**src/design/spq_pkg.sv**
```systemverilog
// ----------------------------------------------------------------------------
// spq_pkg
// Shared types and constants for the sorted priority queue: capacity, index
// and count widths, operation codes and the packed transfer payloads.
// ----------------------------------------------------------------------------
package spq_pkg;

  localparam int unsigned Capacity = 16;
  localparam int unsigned IdxW     = $clog2(Capacity);
  localparam int unsigned CntW     = $clog2(Capacity + 1);
  localparam int unsigned DataW    = 32;

  typedef enum logic [1:0] {
    KIND_PUSH  = 2'd0,
    KIND_POP   = 2'd1,
    KIND_CLEAR = 2'd2
  } kind_e;

  typedef struct packed {
    logic [1:0]        kind;
    logic signed [31:0] value;
  } in_t;

  typedef struct packed {
    logic signed [31:0] head_value;
    logic [4:0]         count;
    logic               is_empty;
    logic               dropped;
  } out_t;

endpackage

```
**src/design/spq_ram.sv**
```systemverilog
// ----------------------------------------------------------------------------
// spq_ram
// Generic single-write, single-read RAM with a registered read port.
// ----------------------------------------------------------------------------
module spq_ram #(
  parameter int unsigned Width = 32,
  parameter int unsigned Depth = 16
) (
  input  logic                     clk_i,
  input  logic                     we_i,
  input  logic [$clog2(Depth)-1:0] waddr_i,
  input  logic [Width-1:0]         wdata_i,
  input  logic [$clog2(Depth)-1:0] raddr_i,
  output logic [Width-1:0]         rdata_o
);

  logic [Width-1:0] mem_q [Depth];
  logic [Width-1:0] rdata_q;

  always_ff @(posedge clk_i) begin
    if (we_i) begin
      mem_q[waddr_i] <= wdata_i;
    end
    rdata_q <= mem_q[raddr_i];
  end

  assign rdata_o = rdata_q;

endmodule

```
**src/design/spq_core.sv**
```systemverilog
// ----------------------------------------------------------------------------
// spq_core
// Sequencer for the priority queue. Walks the entry RAM one entry at a time
// (a read state, then a compare state) through a single signed comparator,
// shifting entries on insert and remove, keeping count and a head-entry copy.
// ----------------------------------------------------------------------------
module spq_core (
  input  logic              clk_i,
  input  logic              rst_ni,
  input  logic              in_valid_i,
  input  spq_pkg::in_t      in_data_i,
  output logic              in_stall_o,
  output logic              res_valid_o,
  output spq_pkg::out_t     res_o,
  input  logic              res_take_i
);

  typedef enum logic [4:0] {
    S_IDLE = 5'b00001,
    S_READ = 5'b00010,
    S_CMP  = 5'b00100,
    S_PUT  = 5'b01000,
    S_DONE = 5'b10000
  } state_e;

  state_e                          state_q, state_d;
  logic [1:0]                      kind_q, kind_d;
  logic signed [31:0]              val_q, val_d;
  logic [spq_pkg::IdxW-1:0]        idx_q, idx_d;
  logic [spq_pkg::CntW-1:0]        count_q, count_d;
  logic signed [31:0]              head_q, head_d;
  logic                            drop_q, drop_d;

  logic                            we;
  logic [spq_pkg::IdxW-1:0]        waddr;
  logic [31:0]                     wdata;
  logic [31:0]                     rdata;
  logic                            less;
  logic                            last_pop;

  spq_ram #(
    .Width (spq_pkg::DataW),
    .Depth (spq_pkg::Capacity)
  ) u_ram (
    .clk_i   (clk_i),
    .we_i    (we),
    .waddr_i (waddr),
    .wdata_i (wdata),
    .raddr_i (idx_q),
    .rdata_o (rdata)
  );

  // Shared comparator: stored entry strictly below the incoming value.
  assign less     = $signed(rdata) < val_q;
  assign last_pop = (spq_pkg::CntW'(idx_q) + spq_pkg::CntW'(1)) == count_q;

  always_comb begin
    state_d = state_q;
    kind_d  = kind_q;
    val_d   = val_q;
    idx_d   = idx_q;
    count_d = count_q;
    head_d  = head_q;
    drop_d  = drop_q;
    we      = 1'b0;
    waddr   = idx_q;
    wdata   = rdata;

    case (state_q)
      S_IDLE: begin
        if (in_valid_i) begin
          kind_d  = in_data_i.kind;
          val_d   = in_data_i.value;
          drop_d  = 1'b0;
          state_d = S_DONE;
          case (in_data_i.kind)
            spq_pkg::KIND_PUSH: begin
              if (count_q == spq_pkg::CntW'(spq_pkg::Capacity)) begin
                drop_d = 1'b1;
              end else if (count_q == '0) begin
                we      = 1'b1;
                waddr   = '0;
                wdata   = in_data_i.value;
                head_d  = in_data_i.value;
                count_d = spq_pkg::CntW'(1);
              end else begin
                idx_d   = spq_pkg::IdxW'(count_q - spq_pkg::CntW'(1));
                state_d = S_READ;
              end
            end
            spq_pkg::KIND_POP: begin
              if (count_q == '0) begin
                drop_d = 1'b1;
              end else if (count_q == spq_pkg::CntW'(1)) begin
                count_d = '0;
              end else begin
                idx_d   = spq_pkg::IdxW'(1);
                state_d = S_READ;
              end
            end
            spq_pkg::KIND_CLEAR: begin
              count_d = '0;
            end
            default: begin
            end
          endcase
        end
      end
      S_READ: begin
        state_d = S_CMP;
      end
      S_CMP: begin
        we = 1'b1;
        if (kind_q == spq_pkg::KIND_PUSH) begin
          // Walk from the tail: shift smaller entries back one slot.
          waddr = idx_q + spq_pkg::IdxW'(1);
          if (!less) begin
            wdata   = val_q;
            count_d = count_q + spq_pkg::CntW'(1);
            state_d = S_DONE;
          end else if (idx_q == '0) begin
            state_d = S_PUT;
          end else begin
            idx_d   = idx_q - spq_pkg::IdxW'(1);
            state_d = S_READ;
          end
        end else begin
          // Remove: move each entry forward one slot.
          waddr = idx_q - spq_pkg::IdxW'(1);
          if (idx_q == spq_pkg::IdxW'(1)) begin
            head_d = rdata;
          end
          if (last_pop) begin
            count_d = count_q - spq_pkg::CntW'(1);
            state_d = S_DONE;
          end else begin
            idx_d   = idx_q + spq_pkg::IdxW'(1);
            state_d = S_READ;
          end
        end
      end
      S_PUT: begin
        we      = 1'b1;
        waddr   = '0;
        wdata   = val_q;
        head_d  = val_q;
        count_d = count_q + spq_pkg::CntW'(1);
        state_d = S_DONE;
      end
      S_DONE: begin
        if (res_take_i) begin
          state_d = S_IDLE;
        end
      end
      default: begin
        state_d = S_IDLE;
      end
    endcase
  end

  always_ff @(posedge clk_i or negedge rst_ni) begin
    if (!rst_ni) begin
      state_q <= S_IDLE;
      count_q <= '0;
    end else begin
      state_q <= state_d;
      count_q <= count_d;
    end
  end

  always_ff @(posedge clk_i) begin
    kind_q <= kind_d;
    val_q  <= val_d;
    idx_q  <= idx_d;
    head_q <= head_d;
    drop_q <= drop_d;
  end

  assign in_stall_o        = (state_q != S_IDLE);
  assign res_valid_o       = (state_q == S_DONE);
  assign res_o.head_value  = (count_q == '0) ? 32'sd0 : head_q;
  assign res_o.count       = 5'(count_q);
  assign res_o.is_empty    = (count_q == '0);
  assign res_o.dropped     = drop_q;

endmodule

```
**src/design/sorted_priority_queue.sv**
```systemverilog
// ----------------------------------------------------------------------------
// sorted_priority_queue
// Bounded max-priority queue of signed 32-bit values kept in descending
// order in a RAM; push, pop head or clear, one status result per operation.
// ----------------------------------------------------------------------------
//  channel | ports                          | payload
//  --------+--------------------------------+------------------------------
//  in      | in_valid_i, in_stall_o         | in_data_i  (kind, value)
//  out     | out_valid_o, out_stall_i       | out_data_o (head_value, count,
//          |                                |   is_empty, dropped)
//
// A push reads back from the tail past every entry smaller than the new
// value, a pop moves every entry behind the head forward, and clear and
// drops skip the walk over the entry RAM with its registered read.
// Reset empties the queue at once; RAM contents need no clearing.
// The result sits in an output register, so a stalled result holds while
// the next operation is already taken in and worked on.
// ----------------------------------------------------------------------------
module sorted_priority_queue (
  input  logic          clk_i,
  input  logic          rst_ni,
  input  logic          in_valid_i,
  output logic          in_stall_o,
  input  spq_pkg::in_t  in_data_i,
  output logic          out_valid_o,
  input  logic          out_stall_i,
  output spq_pkg::out_t out_data_o
);

  logic          res_valid;
  spq_pkg::out_t res;
  logic          res_take;
  logic          out_valid_q;
  spq_pkg::out_t out_data_q;

  spq_core u_core (
    .clk_i       (clk_i),
    .rst_ni      (rst_ni),
    .in_valid_i  (in_valid_i),
    .in_data_i   (in_data_i),
    .in_stall_o  (in_stall_o),
    .res_valid_o (res_valid),
    .res_o       (res),
    .res_take_i  (res_take)
  );

  // Load the output register when it is empty or its transfer completes.
  assign res_take = res_valid && (!out_valid_q || !out_stall_i);

  always_ff @(posedge clk_i or negedge rst_ni) begin
    if (!rst_ni) begin
      out_valid_q <= 1'b0;
    end else if (res_take) begin
      out_valid_q <= 1'b1;
    end else if (!out_stall_i) begin
      out_valid_q <= 1'b0;
    end
  end

  always_ff @(posedge clk_i) begin
    if (res_take) begin
      out_data_q <= res;
    end
  end

  assign out_valid_o = out_valid_q;
  assign out_data_o  = out_data_q;

endmodule
```
**config.mk**
```make
export PLATFORM = sky130hd
export DESIGN_NAME = sorted_priority_queue
export DESIGN_NICKNAME = d
export VERILOG_FILES = /design/src/design/spq_pkg.sv /design/src/design/spq_ram.sv /design/src/design/spq_core.sv /design/src/design/sorted_priority_queue.sv
export SDC_FILE = /design/constraint.sdc
export NUM_CORES = 1
export LEC_CHECK = 0
export BUFFER_PORTS_ARGS = -buffer_cell sky130_fd_sc_hd__clkbuf_2
export CAP_MARGIN = 30
export CELL_PAD_IN_SITES_DETAIL_PLACEMENT = 2
export CELL_PAD_IN_SITES_GLOBAL_PLACEMENT = 2
export CORE_MARGIN = 5
export CORE_UTILIZATION = 52
export CTS_CLUSTER_SIZE = 25
export DETAILED_ROUTE_END_ITERATION = 7
export PLACE_DENSITY = 0.88
export SYNTH_ARGS = -nofsm -noshare
export SYNTH_HDL_FRONTEND = slang
export SYNTH_SLANG_ARGS = --single-unit
```
**constraint.sdc**
```tcl
create_clock -name clk_i -period 6.5 [get_ports clk_i]
set_input_delay 0.975 -clock clk_i [delete_from_list [all_inputs] [get_ports clk_i]]
set_output_delay 0.975 -clock clk_i [all_outputs]
set_load 0.1 [all_outputs]
```
==> flow_summary.json, run 1 <==
{
  "status": "finished, final reports clean",
  "cts_setup_buffers": 0,
  "hold_path.class": "in -> async",
  "fin_crit_ps": 5360,
  "fin_crit_sh": 0.824,
  "die_w_um": 240,
  "syn-cell-area_um2": 27500,
  "rsz0062_at_grt": "no",
  "timing.setup.tns_ps": 0,
  "synth_warnings": 0,
  "reg2reg_setup_slack_ps": 1140,
  "drt-vias-per-instance": 7.13,
  "first_global_vias": 17975,
  "syn_to_final_growth_pct": 14.4,
  "cts_max_path_buffers": 3,
  "timing.fmax_ghz": 0.187,
  "wl_um": 98700,
  "cts_buffers": 73,
  "die_h_um": 240,
  "wl_per_cell_um": 41.1,
  "cts_tree": "done",
  "worst_ep_arrival_time_ps": 5650,
  "synth_nets": 1607,
  "slowest_delay_ps": 780,
  "drc": 0,
  "cts_resized": 0,
  "dieArea_um2": 57600,
  "cap_violations": 0,
  "numPortBuffers": 78,
  "crit_fanout": 35,
  "hpwl_um": 57000,
  "synth_seq_area_share": 0.712,
  "final_nets": 1734,
  "hold_violations": 0,
  "r2r-end": "u_core.u_ram.mem_q[14][21]$_DFFE_PP_",
  "grt_start_max_net_pins": 136,
  "placementRows": 84,
  "synth_area_per_cell_um2": 18.0,
  "irDropWorstVdd_v": 0.000322,
  "ant_nets": 0,
  "htreeDepth": 3,
  "drive_above_1_share": 0.261,
  "synth_cell_types": 78,
  "coreArea_um2": 52600,
  "hold_buffers": 0,
  "p_leak_nw": 10.6,
  "fin_hold_ws_ps": 252,
  "gp_congestion": 0.807,
  "io_pins": 79,
  "cts.clk_slew.worst_paths_ps": 70,
  "crit_required_ps": 6790,
  "drt-initial-drc-count": 2530,
  "synthCells": 1528,
  "fin_worst_skew_ps": 21.2,
  "grt_pass1_wl_um": 140000,
  "grt.overflow.total": 0,
  "worst_slew_pin_slew_ps": 1040,
  "cp_cell_sequence": "inv_1 -> ha_1 -> nor4b_4 -> buf_4 -> nand3_1 -> and2_1 -> buf_4 -> nor2_1 -> nand2_1 -> o32ai_1 -> nor2b_4 -> buf_4",
  "cp-start-kind": "flop",
  "synthArstFlopShare": 0.0165,
  "insertion_delay_ps": 630,
  "synth_flop_cell": "edfxtp_1",
  "cts_sinks": 665,
  "antenna_found_initial": 6,
  "r2r_start": "u_core.count_q[0]$_DFFE_PN0P_",
  "setup_viol": 0,
  "start_util": 0.524,
  "slew_violations": 0,
  "crit_slowest_cell": "nor2b_4",
  "ff2ff_path_depth": 12,
  "crit_path_end_kind": "flop",
  "first_pass_iters": 5,
  "grt_usage": 0.342,
  "clock-root-buffer": "clkbuf_16",
  "powerDensity_nw_per_um2": 536,
  "synth_edf_count": 622,
  "slew_headroom": 0.305,
  "cp_common_cell": "buf_4",
  "ys_ff_latch": 665,
  "vias": 17115,
  "crit_type": "reg -> reg"
}
-- worst max-delay path by stage --
stage                                                end                     startpoint  slack (ps)
floorplan             u_core.u_ram.mem_q[2][0]$_DFFE_PP_                  in_data_i[32]        2320
global placement     u_core.u_ram.mem_q[1][19]$_DFFE_PP_                  in_data_i[32]        1720
detailed placement   u_core.u_ram.mem_q[1][21]$_DFFE_PP_                  in_data_i[32]        1350
CTS                  u_core.u_ram.mem_q[1][31]$_DFFE_PP_  u_core.count_q[0]$_DFFE_PN0P_        1150
global route        u_core.u_ram.mem_q[14][18]$_DFFE_PP_  u_core.count_q[0]$_DFFE_PN0P_        1030
finish              u_core.u_ram.mem_q[14][21]$_DFFE_PP_  u_core.count_q[0]$_DFFE_PN0P_        1140
-- kinds of logic (layout without fill, tap and decap cells) --
kind of cell    count (synthesis)  count (layout)  share of synthesized area
compound gates                262             262                     0.0694
xor+xnor                        9               9                    0.00286
fa+ha+maj                      41              41                     0.0186
buf+inv                       132             315                     0.0194
flops                         665             665                      0.712
mux                           165             165                      0.133
other cells                     0               1                          0
simple gates                  254             254                     0.0453
-- critical path, delay by kind of cell (launching register included) --
family | cells | cell delay, ps
compound gates | 1 | 510
buf+inv | 4 | 1350
fa+ha+maj | 1 | 300
simple gates | 6 | 2290
flops | 1 | 510
-- state kept, by name, summed over array words and instances (netlist names), 2 cells and up --
register              cells
u_core.head_q            32
out_data_o               39
u_core.kind_q             2
u_core.u_ram.mem_q      512
u_core.state_q            5
u_core.val_q             32
u_core.count_q            5
u_core.idx_q              4
u_core.u_ram.rdata_o     32
-- report_power, final --
| group | total (mW) | leakage (nW) | internal (mW) | switching (mW) |
|---|---|---|---|---|
| combinational | 5.62 | 3.42 | 1.68 | 3.95 |
| sequential | 7.15 | 6.08 | 6.55 | 0.602 |
| clock | 4.12 | 1.10 | 2.24 | 1.88 |
-- final cells by class --
type,count,area (um^2)
diodes,1,2.50
inverters,43,161
well taps,688,861
clock inverters,47,342
flip-flops and latches,665,19600
repair buffers,141,1050
fillers,4238,21100
clock buffers,84,1910
multi-input cells,731,7570
-- synth_stat cells (26+ instances only) --
cell | number | share of area
dfxtp_1 | 32 | 0.023
a22oi_1 | 41 | 0.011
edfxtp_1 | 622 | 0.68
nor2b_1 | 46 | 0.010
nor2_1 | 39 | 0.0053
buf_2 | 26 | 0.0047
inv_1 | 43 | 0.0059
ha_1 | 41 | 0.019
clkbuf_1 | 48 | 0.0065
o21ai_0 | 30 | 0.0055
mux4_2 | 160 | 0.13
nand2_1 | 108 | 0.015
a21oi_1 | 45 | 0.0082
-- cell usage in the layout (no fill, tap or decap), types with 21 or more instances in the layout --
cell and n:
a221oi_1 21, a2bb2oi_1 22, o21ai_0 29, buf_4 48, edfxtp_1 622, nor2_1 25
clkbuf_16 74, a22oi_1 41, dfxtp_1 32, o21ai_1 24, ha_1 41, nor2b_1 42
nand2_1 108, inv_1 43, a21boi_0 21, clkbuf_2 78, mux4_2 160, a21oi_1 44
-- metal layers --
layer	wire [um]	track usage	share of wire	vias up
li1	-	-	-	6457
met1	37500	0.457	0.38	9084
met2	48100	0.565	0.49	1243
met3	8660	0.0711	0.088	325
met4	4400	0.122	0.045	6
met5	42	0	0.00043	-
-- per-stage QoR --
stage	instances	power [mW]	instance area (um^2)	setup WS, ps	util
final	2400	16.9	31500	1140	0.599
after detailed placement	2261	12.3	29200	1350	0.555
after global routing	2399	17.3	31500	1030	0.599
after global placement	2239	11.3	28800	1720	0.549
after floorplan	1528	9.89	27500	2320	-
after CTS	2392	16.7	31400	1150	0.598
Note: power is estimated with default switching activity, not from simulation.
==> run 2, diff against run 1 <==
- CORE_UTILIZATION: 52 -> 43
- PLACE_DENSITY: 0.88 -> 0.78
- clock period: 6.5 -> 4.9 ns (I/O delays scaled with it)
==> run 2 against run 1 <==
Effect of this change: non-clock buffer count rose by 13; combinational power up 25%; sequential cell count is the same; global-route usage shrank 9.2 points; cell count is 7.0% higher; wire length fell by 9.9%; largest cell class unchanged; largest power group unchanged; highest routed layer unchanged.
==> flow_summary.json, run 2 (same netlist as run 1, synthesis figures left out) <==
{
  "hold_violations": 0,
  "p_leak_nw": 10.6,
  "cpLargestDelayFamily": "simple AND/OR/NAND/NOR gates",
  "antenna_found_initial": 3,
  "final_nets": 1744,
  "wl_per_cell_um": 34.6,
  "io_pins": 79,
  "n_fill_cell": 5596,
  "wl_met3_um": 6270,
  "timing.setup.tns_ps": 0,
  "crit_path_end_kind": "flop",
  "crit_required_ps": 5200,
  "hpwl_um": 51800,
  "p_clk_frac": 0.241,
  "cts_resized": 0,
  "die_w_um": 263,
  "cts_sinks": 665,
  "vias": 16155,
  "crit_fanout": 18,
  "fin_crit_sh": 0.864,
  "final_common_cell": "edfxtp_1",
  "drt-vias-per-instance": 6.29,
  "final_util": 0.500,
  "placementRows": 92,
  "hold_path.class": "in -> reg",
  "register_area_um2": 19600,
  "grt_start_max_net_pins": 85,
  "p_comb_frac": 0.325,
  "fin_worst_skew_ps": 23.9,
  "internal-power_mw": 13.8,
  "clock-root-buffer": "clkbuf_16",
  "regMostFlops": "u_core.u_ram.mem_q",
  "drt-initial-drc-count": 1827,
  "rsz0062_at_grt": "no",
  "slew_violations": 0,
  "dieArea_um2": 69200,
  "critPathBufInv": 1,
  "htreeDepth": 3,
  "grt_pass1_wl_um": 128000,
  "antenna_cells": 0,
  "powerDensity_nw_per_um2": 682,
  "fin_crit_ps": 4240,
  "m1WireLength_um": 34800,
  "cp_cell_sequence": "nor3_1 -> and3b_2 -> nor3_2 -> or2_1 -> nand2_1 -> o32ai_1 -> nor2b_4 -> buf_12",
  "worst_slew_pin_slew_ps": 1070,
  "gp_congestion": 0.780,
  "timing.fmax_ghz": 0.236,
  "slew_headroom": 0.283,
  "multi_input_area_um2": 7560,
  "wl_met2_um": 45100,
  "coreArea_um2": 63200,
  "cts_max_path_buffers": 3,
  "drc": 0,
  "wl_um": 88900,
  "grt.overflow.total": 0,
  "syn_to_final_growth_pct": 14.8,
  "numPortBuffers": 78,
  "insertion_delay_ps": 610,
  "first_pass_iters": 5,
  "cts_tree": "done",
  "grt_usage": 0.250,
  "die_h_um": 263,
  "setup_viol": 0,
  "crit_slowest_cell": "nor2b_4",
  "worst_ep_arrival_time_ps": 4540,
  "cp-start-kind": "flop",
  "drive_above_1_share": 0.260,
  "mostFrequentLayoutCells": "622 x edfxtp_1, 160 x mux4_2, 108 x nand2_1",
  "status": "finished, final reports clean",
  "ant_nets": 0,
  "start_util": 0.436,
  "slowest_delay_ps": 760,
  "largest_register_ffs": 512,
  "seqPwrFrac": 0.434,
  "switching_power_mw": 7.74,
  "irDropWorstVdd_v": 0.000321,
  "cap_violations": 0,
  "first_global_vias": 17457,
  "swShare": 0.359,
  "crit_type": "reg -> reg",
  "cts_buffers": 70,
  "dr.max_layer_used": "met5",
  "cts.clk_slew.worst_paths_ps": 60
}
-- run 2: changes by cell type in the layout (fill, tap and decap cells not counted), moves of 3 or more --
cell        before  now
clkinv_2        14    7
a211oi_4         3    0
clkbuf_16       74   71
buf_4           48   61
buf_16           6    1
clkinv_1        19    8
clkinvlp_4       4    1
a211oi_2         5    8
clkbuf_1         8   30
-- run 2: area by class of cell --
cell class | instances | share of cell area
clock buffers | 104 | 0.0611
inverters | 43 | 0.00511
flip-flops and latches | 665 | 0.620
repair buffers | 154 | 0.0345
well taps | 846 | 0.0335
multi-input cells | 731 | 0.239
clock inverters | 24 | 0.00653
-- run 2: power groups by stage --
stage / clock, mW / sequential (mW) / combinational [mW]
2_1_floorplan: 0 / 9.41 / 3.71
3_3_place_gp: 0 / 9.26 / 5.95
3_5_place_dp: 0 / 9.40 / 6.63
4_1_cts: 5.25 / 9.34 / 6.79
5_1_grt: 5.55 / 9.42 / 7.39
6_report: 5.19 / 9.36 / 7.01
-- run 2: routing by layer --
layer	vias to the layer above	GRT usage
met5	-	0
met4	2	0.0801
met3	171	0.0403
met2	849	0.429
met1	8650	0.328
li1	6483	-
-- run 2: per-stage QoR --
step | area (um^2) | hold slack, ps | total power, mW | setup slack, ps | std cells
floorplan | 27500 | 400 | 13.1 | 792 | 1528
global placement | 29300 | 414 | 15.2 | 1020 | 2424
detailed placement | 29300 | 446 | 16.0 | 570 | 2429
CTS | 31500 | 328 | 21.4 | 542 | 2558
global route | 31600 | 348 | 22.4 | 510 | 2567
finish | 31600 | 361 | 21.6 | 664 | 2567
-- run 2: path summary, 6_finish.rpt --
check / cells after the start / slack (ps) / startpoint / end
worst max register to register: 8 / 660 / u_core.state_q[0]$_DFFE_PN1P_ / u_core.u_ram.mem_q[14][23]$_DFFE_PP_
worst min-delay path: 1 / 360 / in_data_i[0] / u_core.val_q[0]$_DFFE_PP_
worst min register to register: 0 / 450 / u_core.drop_q$_DFFE_PP_ / out_data_o[0]$_DFFE_PP_
max in group asynchronous: 2 / 4050 / rst_ni / u_core.state_q[0]$_DFFE_PN1P_
min in group asynchronous: 2 / 550 / rst_ni / u_core.count_q[1]$_DFFE_PN0P_
worst max-delay path: 8 / 660 / u_core.state_q[0]$_DFFE_PN1P_ / u_core.u_ram.mem_q[14][23]$_DFFE_PP_
-- run 2: worst register-to-register path, stage by stage (launching register included) --
cell	delay (ps)
dfstp_2	560
nor3_1	60
and3b_2	230
nor3_2	750
or2_1	450
nand2_1	190
o32ai_1	630
nor2b_4	760
buf_12	280
-- run 2: what timing repair did --
| action | CTS | global route |
|---|---|---|
| hold buffers | 1 | 0 |
| hold endpoints to repair | 10 | 0 |
| buffers inserted | 0 | 0 |
